[config.mk]
export PLATFORM = sky130hd
export DESIGN_NAME = bpa_ram
export DESIGN_NICKNAME = d
export VERILOG_FILES = /design/src/rtl/assert_macros.svh /design/src/rtl/bpa_ram.sv
export SDC_FILE = /design/constraint.sdc
export NUM_CORES = 1
export LEC_CHECK = 0
export BUFFER_PORTS_ARGS = -buffer_cell sky130_fd_sc_hd__clkbuf_2
export CORE_MARGIN = 3
export CORE_UTILIZATION = 35
export CTS_BUF_LIST = sky130_fd_sc_hd__clkbuf_16
export DETAILED_ROUTE_END_ITERATION = 12
export SLEW_MARGIN = 20
export SYNTH_ARGS = -nofsm -noshare
export SYNTH_HDL_FRONTEND = slang
export SYNTH_SLANG_ARGS = --single-unit
export TNS_END_PERCENT = 100
[constraint.sdc]
create_clock -name clk_i -period 5 [get_ports clk_i]
set_input_delay 0.5 -clock clk_i [delete_from_list [all_inputs] [get_ports clk_i]]
set_output_delay 0.5 -clock clk_i [all_outputs]
set_load 0.02 [all_outputs]
[src/rtl/assert_macros.svh]
// Assertion helpers shared by the RTL.
`ifndef ASSERT_MACROS_SVH
`define ASSERT_MACROS_SVH

// Same-cycle implication, checked out of reset.
`define BPA_ASSERT_NOW(lbl, clk, rst_n, ante, cons, msg) \
  lbl: assert property (@(posedge clk) disable iff (!rst_n) (ante) |-> (cons)) else $error(msg);

// Next-cycle implication, checked out of reset.
`define BPA_ASSERT_NEXT(lbl, clk, rst_n, ante, cons, msg) \
  lbl: assert property (@(posedge clk) disable iff (!rst_n) (ante) |=> (cons)) else $error(msg);

`endif

[src/rtl/bpa_ram.sv]
`default_nettype none

module bpa_ram #(
  parameter int Width = 8,
  parameter int Depth = 16
) (
  input  wire logic                     clk_i,
  input  wire logic                     we_i,
  input  wire logic [$clog2(Depth)-1:0] waddr_i,
  input  wire logic [Width-1:0]         wdata_i,
  input  wire logic [$clog2(Depth)-1:0] raddr_i,
  output logic      [Width-1:0]         rdata_o
);

  logic [Width-1:0] mem_q [Depth];

  always_ff @(posedge clk_i) begin
    if (we_i) begin
      mem_q[waddr_i] <= wdata_i;
    end
    rdata_o <= mem_q[raddr_i];
  end

endmodule

`default_nettype wire

==> out/qor.yml <==
status:
  status: "finished, final reports clean"
yosys:
  synth-seq-area-share: 0.7778
  ys_types: 19
  avgSynthCellArea_um2: 22.48
  synthCells: 229
  synth_top_area_frac: 0.7467
  ys_warn_count: 0
  yosys.area.top_type: "edfxtp_1"
  ys_ff_latch: 136
  synth_area_mm2: 0.005147
  synth_fp_nets: 247
  synthTopCellsByArea: "edfxtp_1 (75%), mux4_2 (7.9%), mux4_1 (7.1%)"
floorplan:
  core_area_mm2: 0.01415
  die_w_um: 127.3
  dieArea_mm2: 0.01620
  pin_count: 26
  rows: 43
  start_util: 0.3638
  dieHeight_um: 127.3
power:
  p_seq_frac: 0.494
  peakVddDrop_mv: 0.2157
  p_sw_mw: 0.5117
  total_power_mw: 2.600
  p_per_area_mw_per_mm2: 432.0
  p_leak_nw: 2.007
  swShare: 0.1969
  internal_power_mw: 2.088
  combPwrFrac: 0.045
  pwr-share-clk: 0.461
worst_setup_path:
  slowest_delay_ps: 630
  crit_required_ps: 5290
  path_cells: "clkbuf_2, buf_4, mux4_1, a22oi_1, nand2_1"
  crit_family: "multiplexers"
  crit_buf_inv: 2
  cp-start-kind: "input port"
  crit_path_end_kind: "register"
  arrival_ps: 2090
  critical_path.max_fanout: 32
  slowest_stage: "mux4_1"
  critical_path_class: "input port to register"
cts:
  cts_max_path_buffers: 2
  cts-hold-fix-buffers: 0
  numClockSinks: 136
  clkTransAtPathRegs_ps: 60
  tritoncts: "built"
  insertion_delay_ps: 410
  cts_root_buf: "clkbuf_16"
  numCtsBuffers: 17
  ctsResizeCount: 0
  cts_setup_buffers: 0
  htree_levels: 4
detailed_routing:
  drc: 0
  antenna_left: 0
  wire_per_inst_um: 21.28
  firstDrtPassIters: 5
  dr_total_vias: 2338
  wl_um: 9790
  via_per_inst: 5.083
  drtIter0Drc: 221
global_routing:
  antenna_found_initial: 0
  grt_max_degree: 33
  gr-usage-met1: 0.1895
  grt_pass1_vias: 2577
  gr-total-overflow: 0
  met2_usage: 0.1874
  grt_pass1_wl_um: 15260
  busiest_layer: "met1"
  grt_use_met3: 0.04390
  grt_usage: 0.1313
timing:
  fin_tns_setup_ps: 0
  worstMarginPinSlew_ps: 1062
  slew_viol_final: 0
  rsz0062_at_grt: "false"
  finalCritPeriodShare: 0.3604
  finalHoldViolCount: 0
  layout_min_cycle_time_ps: 1802
  setup_slack_ps: 3198
  relSlewSlack: 0.2893
  whs_ps: 493.6
  skew_ps: 10.92
  timing.fmax_mhz: 554.9
  finalSetupViolations: 0
placed_design:
  place_hpwl_um: 6061
  placed_cells: 428
  place.gp.congestion: 0.7083
  port_buffers: 25
  place_area_mm2: 0.005446
  place_worst_setup_slack_ps: 2713
final_layout:
  layout.cells.non_filler: 460
  fin_nets: 285
  final_common_cell: "edfxtp_1"
  syn2layout_area_growth_pct: 16.89
  layout_common_cells: "edfxtp_1 (128), clkbuf_2 (25), mux4_2 (18)"
  fin_area_mm2: 0.006017
  fin_util: 0.4252
  drive_gt1_frac: 0.2607
  diodes: 0
flow_run:
  cap_viol_max_count: 0
worst_hold_path:
  worst_hold_path_type: "input port to register"
[worst paths after layout]
| check | from | to | slack (ps) | depth (start not counted) |
|---|---|---|---|---|
| setup reg to reg | mem_q[2][2]$_DFFE_PP_ | rdata_o[2]$_DFF_P_ | 3630 | 3 |
| hold / removal | wdata_i[0] | mem_q[13][0]$_DFFE_PP_ | 490 | 1 |
| hold reg to reg | mem_q[11][2]$_DFFE_PP_ | rdata_o[2]$_DFF_P_ | 670 | 3 |
| setup / recovery | raddr_i[0] | rdata_o[2]$_DFF_P_ | 3200 | 5 |
[cells in the mapped netlist]
cell             count
a22oi_1             16
and2_1               1
and2b_1              1
buf_2                3
buf_4                1
buf_6                3
clkdlybuf4s25_2      3
dfxtp_1              8
edfxtp_1           128
mux4_1              14
mux4_2              18
nand2_1              9
nand2b_1             2
nand3_1              1
nand3b_1             2
nor2_1              13
nor2b_1              1
nor3_1               4
or3b_2               1
[flip-flops by register name, indices dropped and copies added, names as in the netlist]
| name | count |
|---|---|
| rdata_o | 8 |
| mem_q | 128 |
[power by group through the flow]
stage	Clock, mW	Combinational (mW)	Sequential (mW)
after floorplan	0	0.0647	1.31
after CTS	1.22	0.121	1.28
after global placement	0	0.118	1.31
after global routing	1.27	0.129	1.29
final	1.20	0.117	1.28
after detailed placement	0	0.120	1.31
[kinds of logic after synthesis]
logic type / after synthesis / synth area share
flip-flops: 136 / 0.7778
AND/OR/NAND/NOR: 35 / 0.03184
multiplexers: 32 / 0.1502
AO/OA/AOI/OAI: 16 / 0.02334
buffers and inverters: 10 / 0.01677
[layer usage]
metal | vias to the layer above | share of wire
met5 | - | 0
met2 | 65 | 0.48
li1 | 1051 | -
met3 | 2 | 0.058
met4 | 0 | 0.0019
met1 | 1220 | 0.46
[final cells by class]
type / count / area (µm²)
clock buffers: 17 / 425.4
clock inverters: 15 / 145.1
fillers: 1238 / 8133
multi-input cells: 83 / 1062
flip-flops and latches: 136 / 4004
well taps: 180 / 225.2
repair buffers: 29 / 155.1
No activity file was read; power rests on OpenSTA's default activity.
